**config.mk**
```make
export PLATFORM = sky130hd
export DESIGN_NAME = gregorian_date_arithmetic_flat
export DESIGN_NICKNAME = d
export VERILOG_FILES = /design/src/hw/rtl/gda_pkg.sv /design/src/hw/rtl/gda_if.sv /design/src/hw/rtl/gregorian_date_arithmetic.sv /design/src/flat_wrapper.sv
export SDC_FILE = /design/constraint.sdc
export NUM_CORES = 1
export LEC_CHECK = 0
export BUFFER_PORTS_ARGS = -buffer_cell sky130_fd_sc_hd__buf_2
export CORE_UTILIZATION = 60
export DETAILED_ROUTE_END_ITERATION = 8
export GPL_TIMING_DRIVEN = 0
export PLACE_DENSITY_LB_ADDON = 0.25
export SETUP_SLACK_MARGIN = 0.5
export SLEW_MARGIN = 40
export SYNTH_ARGS = -nofsm -noshare
export SYNTH_HDL_FRONTEND = slang
export SYNTH_SLANG_ARGS = --single-unit
```
**constraint.sdc**
```tcl
create_clock -name clk -period 5.6 [get_ports clk]
set_input_delay 0.84 -clock clk [delete_from_list [all_inputs] [get_ports clk]]
set_output_delay 0.84 -clock clk [all_outputs]
set_load 0.1 [all_outputs]
```
**src/hw/rtl/gda_pkg.sv**
```systemverilog
// Package for the Gregorian date arithmetic block.
// Holds the sequencer state type, calendar constants and the month length table.
// No dependencies.
`default_nettype none

package gda_pkg;

    localparam int unsigned YearMax    = 9999;
    localparam int unsigned MonthsYear = 12;
    localparam int unsigned Century    = 100;
    // floor(y * CentRecip / 2**CentShift) equals floor(y / 100) for every 14 bit y.
    localparam int unsigned CentRecip  = 5243;
    localparam int unsigned CentShift  = 19;

    typedef enum logic [2:0] {
        ST_IDLE,
        ST_DIV,
        ST_REM,
        ST_CHECK,
        ST_DOY,
        ST_ADD,
        ST_DONE
    } gda_state_t;

    // Days in a month; zero for a month code outside 1..12.
    function automatic logic [4:0] month_length(input logic [3:0] mon, input logic leap);
        logic [4:0] len;
        begin
            case (mon)
                4'd1, 4'd3, 4'd5, 4'd7, 4'd8, 4'd10, 4'd12: len = 5'd31;
                4'd4, 4'd6, 4'd9, 4'd11:                   len = 5'd30;
                4'd2:                                      len = leap ? 5'd29 : 5'd28;
                default:                                   len = 5'd0;
            endcase
            return len;
        end
    endfunction

endpackage

`default_nettype wire

```
**src/hw/rtl/gda_if.sv**
```systemverilog
// Valid/ready channel interfaces for the request and the result of the date block.
// No dependencies.
`default_nettype none

interface gda_req_if;
    logic        valid;
    logic        ready;
    logic [4:0]  day;
    logic [3:0]  month;
    logic [13:0] year;
    logic [11:0] days_to_add;
    logic [4:0]  other_day;
    logic [3:0]  other_month;
    logic [13:0] other_year;

    modport source (
        output valid, day, month, year, days_to_add, other_day, other_month, other_year,
        input  ready
    );
    modport sink (
        input  valid, day, month, year, days_to_add, other_day, other_month, other_year,
        output ready
    );
endinterface

interface gda_rsp_if;
    logic        valid;
    logic        ready;
    logic [4:0]  sum_day;
    logic [3:0]  sum_month;
    logic [13:0] sum_year;
    logic [8:0]  day_of_year;
    logic        is_less;
    logic        is_equal;
    logic        is_greater;
    logic        error;

    modport source (
        output valid, sum_day, sum_month, sum_year, day_of_year,
               is_less, is_equal, is_greater, error,
        input  ready
    );
    modport sink (
        input  valid, sum_day, sum_month, sum_year, day_of_year,
               is_less, is_equal, is_greater, error,
        output ready
    );
endinterface

`default_nettype wire

```
**src/hw/rtl/gregorian_date_arithmetic.sv**
```systemverilog
// Gregorian date arithmetic: date plus days, day of year and date compare.
// Depends on gda_pkg and the gda_req_if / gda_rsp_if interfaces.
// One request is worked at a time: the next is taken only once the result of the last
// one is in the output register and the sequencer is back in idle. The day of year
// sum and the month carry loop both step month by month through the shared month
// length unit. Reset clears the sequencer and output valid.
`default_nettype none

module gregorian_date_arithmetic
    import gda_pkg::*;
(
    input  wire logic     clk,
    input  wire logic     rst_n,
    gda_req_if.sink       req,
    gda_rsp_if.source     rsp
);

    // Sequencer state.
    gda_state_t state_reg, state_next;

    // Captured request.
    logic [4:0]  d_reg;
    logic [3:0]  m_reg;
    logic [13:0] y_reg;
    logic [11:0] n_reg;
    logic [4:0]  od_reg;
    logic [3:0]  om_reg;
    logic [13:0] oy_reg;

    // Year split into century and year within the century, kept in step with sy_reg.
    logic [7:0]  hi_reg, hi_next;
    logic [6:0]  lo_reg, lo_next;

    // Working values of the loops.
    logic [3:0]  k_reg, k_next;
    logic [8:0]  doy_reg, doy_next;
    logic [12:0] sd_reg, sd_next;
    logic [3:0]  sm_reg, sm_next;
    logic [14:0] sy_reg, sy_next;
    logic        err_reg, err_next;

    // Output register.
    logic        rsp_valid_reg, rsp_valid_next;
    logic [4:0]  o_day_reg;
    logic [3:0]  o_month_reg;
    logic [13:0] o_year_reg;
    logic [8:0]  o_doy_reg;
    logic        o_lt_reg, o_eq_reg, o_gt_reg, o_err_reg;

    logic        accept;
    logic        out_free;
    logic [26:0] recip_prod;
    logic [14:0] cent_prod;
    logic        leap;
    logic [3:0]  cur_month;
    logic [4:0]  mlen;
    logic        cmp_lt, cmp_eq;
    logic        overflow;

    assign accept   = req.valid && req.ready;
    assign out_free = !rsp_valid_reg || rsp.ready;
    assign req.ready = (state_reg == ST_IDLE);

    // The year's century is found by a multiply with the reciprocal of 100, and the
    // remainder by a second multiply in the next cycle.
    assign recip_prod = y_reg * 13'(CentRecip);
    assign cent_prod  = hi_reg * 7'(Century);

    // Leap rule on the split year: a year within the century divisible by 4, or a
    // century year whose century is divisible by 4.
    assign leap = (lo_reg == 7'd0) ? (hi_reg[1:0] == 2'd0) : (lo_reg[1:0] == 2'd0);

    // The shared month length unit looks at the first month during the check, at
    // the running month index during the day of year sum and at the carried month
    // during the advance.
    always_comb
    begin
        case (state_reg)
            ST_CHECK: cur_month = m_reg;
            ST_DOY:   cur_month = k_reg;
            default:  cur_month = sm_reg;
        endcase
    end

    assign mlen = month_length(cur_month, leap);

    // The comparison works on the raw fields, year first, then month, then day.
    assign cmp_lt = (y_reg < oy_reg) ||
                    ((y_reg == oy_reg) && (m_reg < om_reg)) ||
                    ((y_reg == oy_reg) && (m_reg == om_reg) && (d_reg < od_reg));
    assign cmp_eq = (y_reg == oy_reg) && (m_reg == om_reg) && (d_reg == od_reg);

    assign overflow = (sy_reg > 15'(YearMax));

    // Next state.
    always_comb
    begin
        state_next = state_reg;
        case (state_reg)
            ST_IDLE:
            begin
                if (accept)
                begin
                    state_next = ST_DIV;
                end
            end
            ST_DIV:   state_next = ST_REM;
            ST_REM:   state_next = ST_CHECK;
            ST_CHECK:
            begin
                if ((d_reg == 5'd0) || (d_reg > mlen))
                begin
                    state_next = ST_DONE;
                end
                else
                begin
                    state_next = ST_DOY;
                end
            end
            ST_DOY:
            begin
                if (k_reg >= m_reg)
                begin
                    state_next = ST_ADD;
                end
            end
            ST_ADD:
            begin
                if (sd_reg <= 13'(mlen))
                begin
                    state_next = ST_DONE;
                end
            end
            ST_DONE:
            begin
                if (out_free)
                begin
                    state_next = ST_IDLE;
                end
            end
            default:  state_next = ST_IDLE;
        endcase
    end

    // Working values of the sequencer.
    always_comb
    begin
        hi_next  = hi_reg;
        lo_next  = lo_reg;
        k_next   = k_reg;
        doy_next = doy_reg;
        sd_next  = sd_reg;
        sm_next  = sm_reg;
        sy_next  = sy_reg;
        err_next = err_reg;
        case (state_reg)
            ST_DIV:
            begin
                hi_next = recip_prod[CentShift +: 8];
            end
            ST_REM:
            begin
                lo_next = 7'(15'(y_reg) - cent_prod);
            end
            ST_CHECK:
            begin
                err_next = (d_reg == 5'd0) || (d_reg > mlen);
                doy_next = 9'(d_reg);
                k_next   = 4'd1;
                sd_next  = 13'(d_reg) + 13'(n_reg);
                sm_next  = m_reg;
                sy_next  = 15'(y_reg);
            end
            ST_DOY:
            begin
                if (k_reg < m_reg)
                begin
                    doy_next = doy_reg + 9'(mlen);
                    k_next   = k_reg + 4'd1;
                end
            end
            ST_ADD:
            begin
                if (sd_reg > 13'(mlen))
                begin
                    sd_next = sd_reg - 13'(mlen);
                    if (sm_reg >= 4'(MonthsYear))
                    begin
                        // New year: the split year moves along with the full year.
                        sm_next = 4'd1;
                        sy_next = sy_reg + 15'd1;
                        if (lo_reg == 7'(Century - 1))
                        begin
                            lo_next = 7'd0;
                            hi_next = hi_reg + 8'd1;
                        end
                        else
                        begin
                            lo_next = lo_reg + 7'd1;
                        end
                    end
                    else
                    begin
                        sm_next = sm_reg + 4'd1;
                    end
                end
            end
            default:
            begin
            end
        endcase
    end

    always_comb
    begin
        rsp_valid_next = rsp_valid_reg;
        if ((state_reg == ST_DONE) && out_free)
        begin
            rsp_valid_next = 1'b1;
        end
        else if (rsp.ready)
        begin
            rsp_valid_next = 1'b0;
        end
    end

    always_ff @(posedge clk or negedge rst_n)
    begin
        if (!rst_n)
        begin
            state_reg     <= ST_IDLE;
            rsp_valid_reg <= 1'b0;
        end
        else
        begin
            state_reg     <= state_next;
            rsp_valid_reg <= rsp_valid_next;
        end
    end

    always_ff @(posedge clk)
    begin
        if (accept)
        begin
            d_reg  <= req.day;
            m_reg  <= req.month;
            y_reg  <= req.year;
            n_reg  <= req.days_to_add;
            od_reg <= req.other_day;
            om_reg <= req.other_month;
            oy_reg <= req.other_year;
        end
        hi_reg  <= hi_next;
        lo_reg  <= lo_next;
        k_reg   <= k_next;
        doy_reg <= doy_next;
        sd_reg  <= sd_next;
        sm_reg  <= sm_next;
        sy_reg  <= sy_next;
        err_reg <= err_next;
        if ((state_reg == ST_DONE) && out_free)
        begin
            o_lt_reg <= cmp_lt;
            o_eq_reg <= cmp_eq;
            o_gt_reg <= !cmp_lt && !cmp_eq;
            if (err_reg)
            begin
                // Invalid first date: every date field of the result is zero.
                o_day_reg   <= 5'd0;
                o_month_reg <= 4'd0;
                o_year_reg  <= 14'd0;
                o_doy_reg   <= 9'd0;
                o_err_reg   <= 1'b1;
            end
            else if (overflow)
            begin
                // Advance past the last year: the sum is zeroed, day of year stays.
                o_day_reg   <= 5'd0;
                o_month_reg <= 4'd0;
                o_year_reg  <= 14'd0;
                o_doy_reg   <= doy_reg;
                o_err_reg   <= 1'b1;
            end
            else
            begin
                o_day_reg   <= sd_reg[4:0];
                o_month_reg <= sm_reg;
                o_year_reg  <= sy_reg[13:0];
                o_doy_reg   <= doy_reg;
                o_err_reg   <= 1'b0;
            end
        end
    end

    assign rsp.valid       = rsp_valid_reg;
    assign rsp.sum_day     = o_day_reg;
    assign rsp.sum_month   = o_month_reg;
    assign rsp.sum_year    = o_year_reg;
    assign rsp.day_of_year = o_doy_reg;
    assign rsp.is_less     = o_lt_reg;
    assign rsp.is_equal    = o_eq_reg;
    assign rsp.is_greater  = o_gt_reg;
    assign rsp.error       = o_err_reg;

    // An accepted request always starts the century split.
    a_start: assert property (@(posedge clk) disable iff (!rst_n)
        accept |=> (state_reg == ST_DIV))
        else $error("accepted request did not start the sequencer");

    // Exactly one comparison outcome is reported.
    a_cmp: assert property (@(posedge clk) disable iff (!rst_n)
        rsp_valid_reg |-> $onehot({o_lt_reg, o_eq_reg, o_gt_reg}))
        else $error("comparison outcome not one-hot");

    // A result without error is a real calendar date.
    a_date: assert property (@(posedge clk) disable iff (!rst_n)
        (rsp_valid_reg && !o_err_reg) |->
            ((o_month_reg >= 4'd1) && (o_month_reg <= 4'(MonthsYear)) &&
             (o_day_reg >= 5'd1) && (o_doy_reg >= 9'd1)))
        else $error("result without error is not a valid date");

    // The year within the century never leaves its range during the advance.
    a_split: assert property (@(posedge clk) disable iff (!rst_n)
        (state_reg == ST_ADD) |-> (lo_reg < 7'(Century)))
        else $error("year within century out of range");

    // A result held while stalled stays unchanged.
    a_hold: assert property (@(posedge clk) disable iff (!rst_n)
        (rsp_valid_reg && !rsp.ready) |=> (rsp_valid_reg && $stable(o_day_reg) &&
                                           $stable(o_month_reg) && $stable(o_year_reg)))
        else $error("stalled result changed");

endmodule

`default_nettype wire

```
**src/flat_wrapper.sv**
```systemverilog
// flat-port wrapper written by rule: the top's interface ports become plain ports
module gregorian_date_arithmetic_flat import gda_pkg::*;
  (clk, rst_n, req_valid, req_day, req_month, req_year, req_days_to_add, req_other_day, req_other_month, req_other_year, req_ready, rsp_valid, rsp_sum_day, rsp_sum_month, rsp_sum_year, rsp_day_of_year, rsp_is_less, rsp_is_equal, rsp_is_greater, rsp_error, rsp_ready);
  gda_req_if req_i ();
  gda_rsp_if rsp_i ();
  input  wire logic clk;
  input  wire logic rst_n;
  input wire logic [$bits(req_i.valid)-1:0] req_valid;
  input wire logic [$bits(req_i.day)-1:0] req_day;
  input wire logic [$bits(req_i.month)-1:0] req_month;
  input wire logic [$bits(req_i.year)-1:0] req_year;
  input wire logic [$bits(req_i.days_to_add)-1:0] req_days_to_add;
  input wire logic [$bits(req_i.other_day)-1:0] req_other_day;
  input wire logic [$bits(req_i.other_month)-1:0] req_other_month;
  input wire logic [$bits(req_i.other_year)-1:0] req_other_year;
  output wire logic [$bits(req_i.ready)-1:0] req_ready;
  output wire logic [$bits(rsp_i.valid)-1:0] rsp_valid;
  output wire logic [$bits(rsp_i.sum_day)-1:0] rsp_sum_day;
  output wire logic [$bits(rsp_i.sum_month)-1:0] rsp_sum_month;
  output wire logic [$bits(rsp_i.sum_year)-1:0] rsp_sum_year;
  output wire logic [$bits(rsp_i.day_of_year)-1:0] rsp_day_of_year;
  output wire logic [$bits(rsp_i.is_less)-1:0] rsp_is_less;
  output wire logic [$bits(rsp_i.is_equal)-1:0] rsp_is_equal;
  output wire logic [$bits(rsp_i.is_greater)-1:0] rsp_is_greater;
  output wire logic [$bits(rsp_i.error)-1:0] rsp_error;
  input wire logic [$bits(rsp_i.ready)-1:0] rsp_ready;
  assign req_i.valid = req_valid;
  assign req_i.day = req_day;
  assign req_i.month = req_month;
  assign req_i.year = req_year;
  assign req_i.days_to_add = req_days_to_add;
  assign req_i.other_day = req_other_day;
  assign req_i.other_month = req_other_month;
  assign req_i.other_year = req_other_year;
  assign req_ready = req_i.ready;
  assign rsp_valid = rsp_i.valid;
  assign rsp_sum_day = rsp_i.sum_day;
  assign rsp_sum_month = rsp_i.sum_month;
  assign rsp_sum_year = rsp_i.sum_year;
  assign rsp_day_of_year = rsp_i.day_of_year;
  assign rsp_is_less = rsp_i.is_less;
  assign rsp_is_equal = rsp_i.is_equal;
  assign rsp_is_greater = rsp_i.is_greater;
  assign rsp_error = rsp_i.error;
  assign rsp_i.ready = rsp_ready;
  gregorian_date_arithmetic u_core (.clk(clk), .rst_n(rst_n), .req(req_i), .rsp(rsp_i));
endmodule
```
# Word-level counts from Yosys, hierarchy flattened
# Index checks and enable logic that the tools add are counted.
# totals
out_inout_bits,38
latchBits,0
mem_bits_ro,0
mem_count,0
ram_bits,0
in_bits,62
word_cells,142
ff_bits,159
# classes
order_cmp,10
n_div,0
eq_ne,30
n_mux,33
mul,2
n_addsub,9
reduce_logical,33
n_bitwise,0
shifts,0
# ops
op,count
$mux W15,2
$pmux W15 S2,1
$mul A14 B13 Y27 const B,1
$pmux W13 S2,1
$mux W8,3
$pmux W4 S2,3
$mux W7,3
$pmux W3 S7,1
$eq A4 B4 Y1 const B,5
$pmux W9 S2,1
$eq A4 B3 Y1 const B,4
$pmux W8 S2,1
$add A15 B1 Y15 const B,1
$gt A15 B14 Y1 const B,1
$pmux W5 S3,1
$eq A14 B14 Y1,1
$lt A14 B14 Y1,1
$ne A2 B1 Y1 const B,7
$pmux W7 S2,1
$add A5 B12 Y13,1
$gt A13 B5 Y1,1
$le A13 B5 Y1,1
$mux W13,1
$sub A13 B5 Y13,1
other kinds (39),73

# Depth between registers and ports, before layout
# depth
word_depth,9
mapped_depth,19
mapped_depth_nobuf,17

# Least setup slack after synthesis
# Ideal clock, no wire load.
# synth_path
path_kind,flip-flop to flip-flop
startpoint,reg u_core.state_reg[2]
endpoint,reg u_core.d_reg[0] (enable)
stages_incl_launch_ff,4
path_buffers,1
setup_slack_ns,0.859
required_ns,5.179
period_less_slack_ns,4.741
arrival_ns,4.320
setup_ns,0.421
cell_sequence,dfrtp_1 clkbuf_1 nor3_1 and2_1
# synth_between
elab_chain_len,2
# synth_lines
item,line,rtl
from (decl),gregorian_date_arithmetic.sv:19,"gda_state_t state_reg, state_next;"
from (signal assigned),gregorian_date_arithmetic.sv:236,state_reg <= state_next;
$logic_not A3 Y1,gregorian_date_arithmetic.sv:62,assign req.ready = (state_reg == ST_IDLE);
via req_ready,flat_wrapper.sv:16,output wire logic [$bits(req_i.ready)-1:0] req_ready;
$logic_and A1 B1 Y1,gregorian_date_arithmetic.sv:60,assign accept = req.valid && req.ready;
via u_core.accept,gregorian_date_arithmetic.sv:50,logic accept;
to (signal assigned),gregorian_date_arithmetic.sv:245,d_reg <= req.day;
to (decl),gregorian_date_arithmetic.sv:22,logic [4:0] d_reg;
# The timed path passes the listed nets, and every way through them passes these cells.
# A chain may end at the register's enable or synchronous reset.

# Final worst setup path
# layout_path
startpoint,reg u_core.y_reg[9]
endpoint,"reg u_core.hi_reg[4], data pin"
# layout_between
elab_chain_len,2
# layout_lines
item,line,rtl
from (decl),gregorian_date_arithmetic.sv:24,logic [13:0] y_reg;
from (signal assigned),gregorian_date_arithmetic.sv:247,y_reg <= req.year;
$mul A14 B13 Y27,gregorian_date_arithmetic.sv:66,assign recip_prod = y_reg * 13'(CentRecip);
$pmux W8 S2,gregorian_date_arithmetic.sv:156,case (state_reg)
via u_core.hi_next[4],gregorian_date_arithmetic.sv:31,"logic [7:0] hi_reg, hi_next;"
to (signal assigned),gregorian_date_arithmetic.sv:253,hi_reg <= hi_next;
to (decl),gregorian_date_arithmetic.sv:31,
# The timed path passes the listed nets, and every way through them passes these cells.

==> impl_metrics.ini <==
[worst_setup_path]
endpoint_kind = flip-flop
critical_path_class = flip-flop to flip-flop
critical_path_required_ps = 5760
startpoint = u_core.y_reg[9]
timing.rr.start = u_core.y_reg[9]
crit_end = u_core.hi_reg[4]
critical_path_peak_fanout = 6
critical_path.reg2reg.endpoint = u_core.hi_reg[4]
reg2regPathDepth = 15
worst_ep_arrival_time_ps = 5160
worst-r2r-setup-slack_ps = 600
timing.critical_path.from_type = flip-flop

[timing]
finalWorstPathRequiredPeriod_ps = 5002
report.final.hold_viol_count = 0
fin_crit_sh_pct = 89.33
finalSetupViolCount = 0
clock_tree_skew_after_final_layout_ps = 7.908
maxSlewViolCount = 0
setup_repair_after_global_routing_missed_its_margin = true
f_max_mhz = 199.9
relSlewSlack_pct = 47.92
worst_hold_slack_ps = 211.5
max_slew.worst_pin.slew_ps = 779.3
totalNegativeSetupSlack_ps = 0

[final_layout]
n_fill_cell = 1293
antennaDiodeCount = 0
layout-drive-gt1-share_pct = 17.85
flip_flop_count_of_the_largest_register_after_layout = 15
post_layout_nonfiller_instances = 1450
design.final.nets = 1476
synthesis_to_layout_area_growth_pct = 17.11

[die]
start_util_pct = 61.11
io-pin-count = 100
fp.dieH_um = 139.8
die_area_um2 = 19540
fp.coreArea_um2 = 18640
die_w_um = 139.8
num_rows = 50

[yosys]
post_synth_main_area_contributors = sky130_fd_sc_hd__edfxtp_1, sky130_fd_sc_hd__ha_1, sky130_fd_sc_hd__fa_1, sky130_fd_sc_hd__inv_1, sky130_fd_sc_hd__xnor2_1
synth_area_leader_cell = sky130_fd_sc_hd__edfxtp_1
synth_cells = 1041
synthDominantCellAreaShare_pct = 40.07
synth-edff-count = 152
ys_dominant_reg_cell = sky130_fd_sc_hd__edfxtp_1
synthesis.area_per_instance_um2 = 10.94
sequential_area_share_after_synthesis_pct = 40.94
syn-cell-area_um2 = 11390
post-synth-top-count-cell = sky130_fd_sc_hd__inv_1
yosys_register_bits = 156
synth.yosys.warnings = 0
synth.distinct_cells = 59
synth.net_count = 1314
synthArstFlopShare_pct = 2.564
synth.cells.most_frequent = sky130_fd_sc_hd__inv_1, sky130_fd_sc_hd__edfxtp_1, sky130_fd_sc_hd__ha_1, sky130_fd_sc_hd__fa_1, sky130_fd_sc_hd__nand2_1

[clocking]
worstSkewPairLatency_ps = 430
post_cts_hold_buffer_count = 0
cts_tree = done
clock_sink_count = 156
numCtsBuffers = 17
cts.path.max_buffers = 2
htree_levels = 4
cts.clk_slew.worst_paths_ps = 60
clockRootBuffer = sky130_fd_sc_hd__clkbuf_16

[place]
placed_cells = 1379
place_congestion = 0.9244
placement.io_buffers = 99
half_perimeter_wire_length_after_placement_um = 18100

[drt]
detail_route.wirelength_um = 24520
detail-route-antenna-nets = 0
count_of_vias_placed_by_the_detailed_router = 7994
routedWlPerCell_um = 16.91
drt_first_pass_iters = 5
post_drt_via_cell_ratio = 5.513
drt-initial-drc-count = 703
drc = 0

[global_routing]
globalRouteOverflowTotal = 0
initial_antenna_violation_count = 0
first_global_vias = 7915
grt_pass1_wl_um = 38720
grt_util_all_layers_pct = 25.76
largest_net_degree_at_the_start_of_global_routing = 42

[outcome]
status = complete, no violations

[worst_hold_path]
min-delay-path-class = primary input to async pin

[run]
maxCapViolations = 0
## area by class of cell
class | count | area, µm² | share of cell area [%]
Inverter | 206 | 773.2 | 5.796
Multi-Input combinational cell | 663 | 6075 | 45.53
Sequential cell | 156 | 4664 | 34.96
Tap cell | 234 | 292.8 | 2.195
Timing Repair Buffer | 143 | 844.6 | 6.330
Buffer | 16 | 85.08 | 0.6377
Clock buffer | 20 | 436.7 | 3.273
Clock inverter | 12 | 170.2 | 1.275
## logic make-up after synthesis
logic type	Yosys count	synth area share (%)
mux	6	0.5272
fa+ha+maj	211	27.52
simple gates	225	9.984
flops	156	40.94
compound gates	158	8.644
buf+inv	222	7.534
xor+xnor	63	4.843
## metal layers
layer	routed length, µm	track usage (%)	vias to the layer above	part of all wire [%]
li1	-	-	3867	-
met4	714	10.35	0	2.9
met1	10980	35.43	3796	45
met3	1435	3.923	59	5.9
met5	0	0	-	0
met2	11390	41.13	272	46
## layout by cell type, fill, tap and decap left out, types with 20 or more instances in the layout
cell / n
sky130_fd_sc_hd__xor2_1: 28
sky130_fd_sc_hd__inv_1: 203
sky130_fd_sc_hd__nor2b_1: 20
sky130_fd_sc_hd__xnor2_1: 34
sky130_fd_sc_hd__nand3_1: 21
sky130_fd_sc_hd__buf_2: 103
sky130_fd_sc_hd__a21oi_1: 29
sky130_fd_sc_hd__nor2_1: 45
sky130_fd_sc_hd__nand2_1: 60
sky130_fd_sc_hd__ha_1: 134
sky130_fd_sc_hd__o21ai_0: 46
sky130_fd_sc_hd__edfxtp_1: 152
sky130_fd_sc_hd__fa_1: 63
sky130_fd_sc_hd__buf_4: 40
sky130_fd_sc_hd__and2_1: 21
## timing repair
action | CTS | global route
cloned | 0 | 0
resized for setup | 0 | 29
setup buffers | 21 | 17
setup endpoints to repair | 4 | 4
pin swaps | 0 | 10
## per-stage QoR
step                      util [%]  setup WS [ps]  area (µm²)
after global placement       65.34          402.3       12180
after floorplan                  -          858.5       11390
after detailed placement     65.68          370.9       12250
final                        71.56          597.7       13340
after CTS                    69.79          515.1       13010
after global routing         71.56          458.1       13340
## worst max-delay path: stages (launching register included)
cell	delay (ps)
sky130_fd_sc_hd__edfxtp_1	550
sky130_fd_sc_hd__fa_2	630
sky130_fd_sc_hd__ha_4	200
sky130_fd_sc_hd__fa_1	490
sky130_fd_sc_hd__fa_1	540
sky130_fd_sc_hd__inv_1	60
sky130_fd_sc_hd__fa_1	530
sky130_fd_sc_hd__inv_1	50
sky130_fd_sc_hd__ha_1	330
sky130_fd_sc_hd__and2_4	160
sky130_fd_sc_hd__and4_4	190
sky130_fd_sc_hd__nand4_1	100
sky130_fd_sc_hd__nand4_1	280
sky130_fd_sc_hd__a221oi_2	360
sky130_fd_sc_hd__xnor2_1	170
sky130_fd_sc_hd__o21ai_1	70
## worst min-delay path by stage
| stage | startpoint | depth (start not counted) | endpoint |
|---|---|---|---|
| final | rst_n | 1 | u_core.state_reg[2] |
| after global routing | rst_n | 1 | u_core.state_reg[2] |
| after CTS | rst_n | 1 | u_core.state_reg[2] |
| after detailed placement | u_core.doy_reg[4] | 1 | u_core.rsp.day_of_year[4] |
| after global placement | u_core.doy_reg[4] | 1 | u_core.rsp.day_of_year[4] |
| after floorplan | u_core.sd_reg[2] | 1 | u_core.rsp.sum_day[2] |
Power is left out: the tool's default activity adds up to more than one toggle a clock period on the data nets, which glitch-free logic cannot reach.
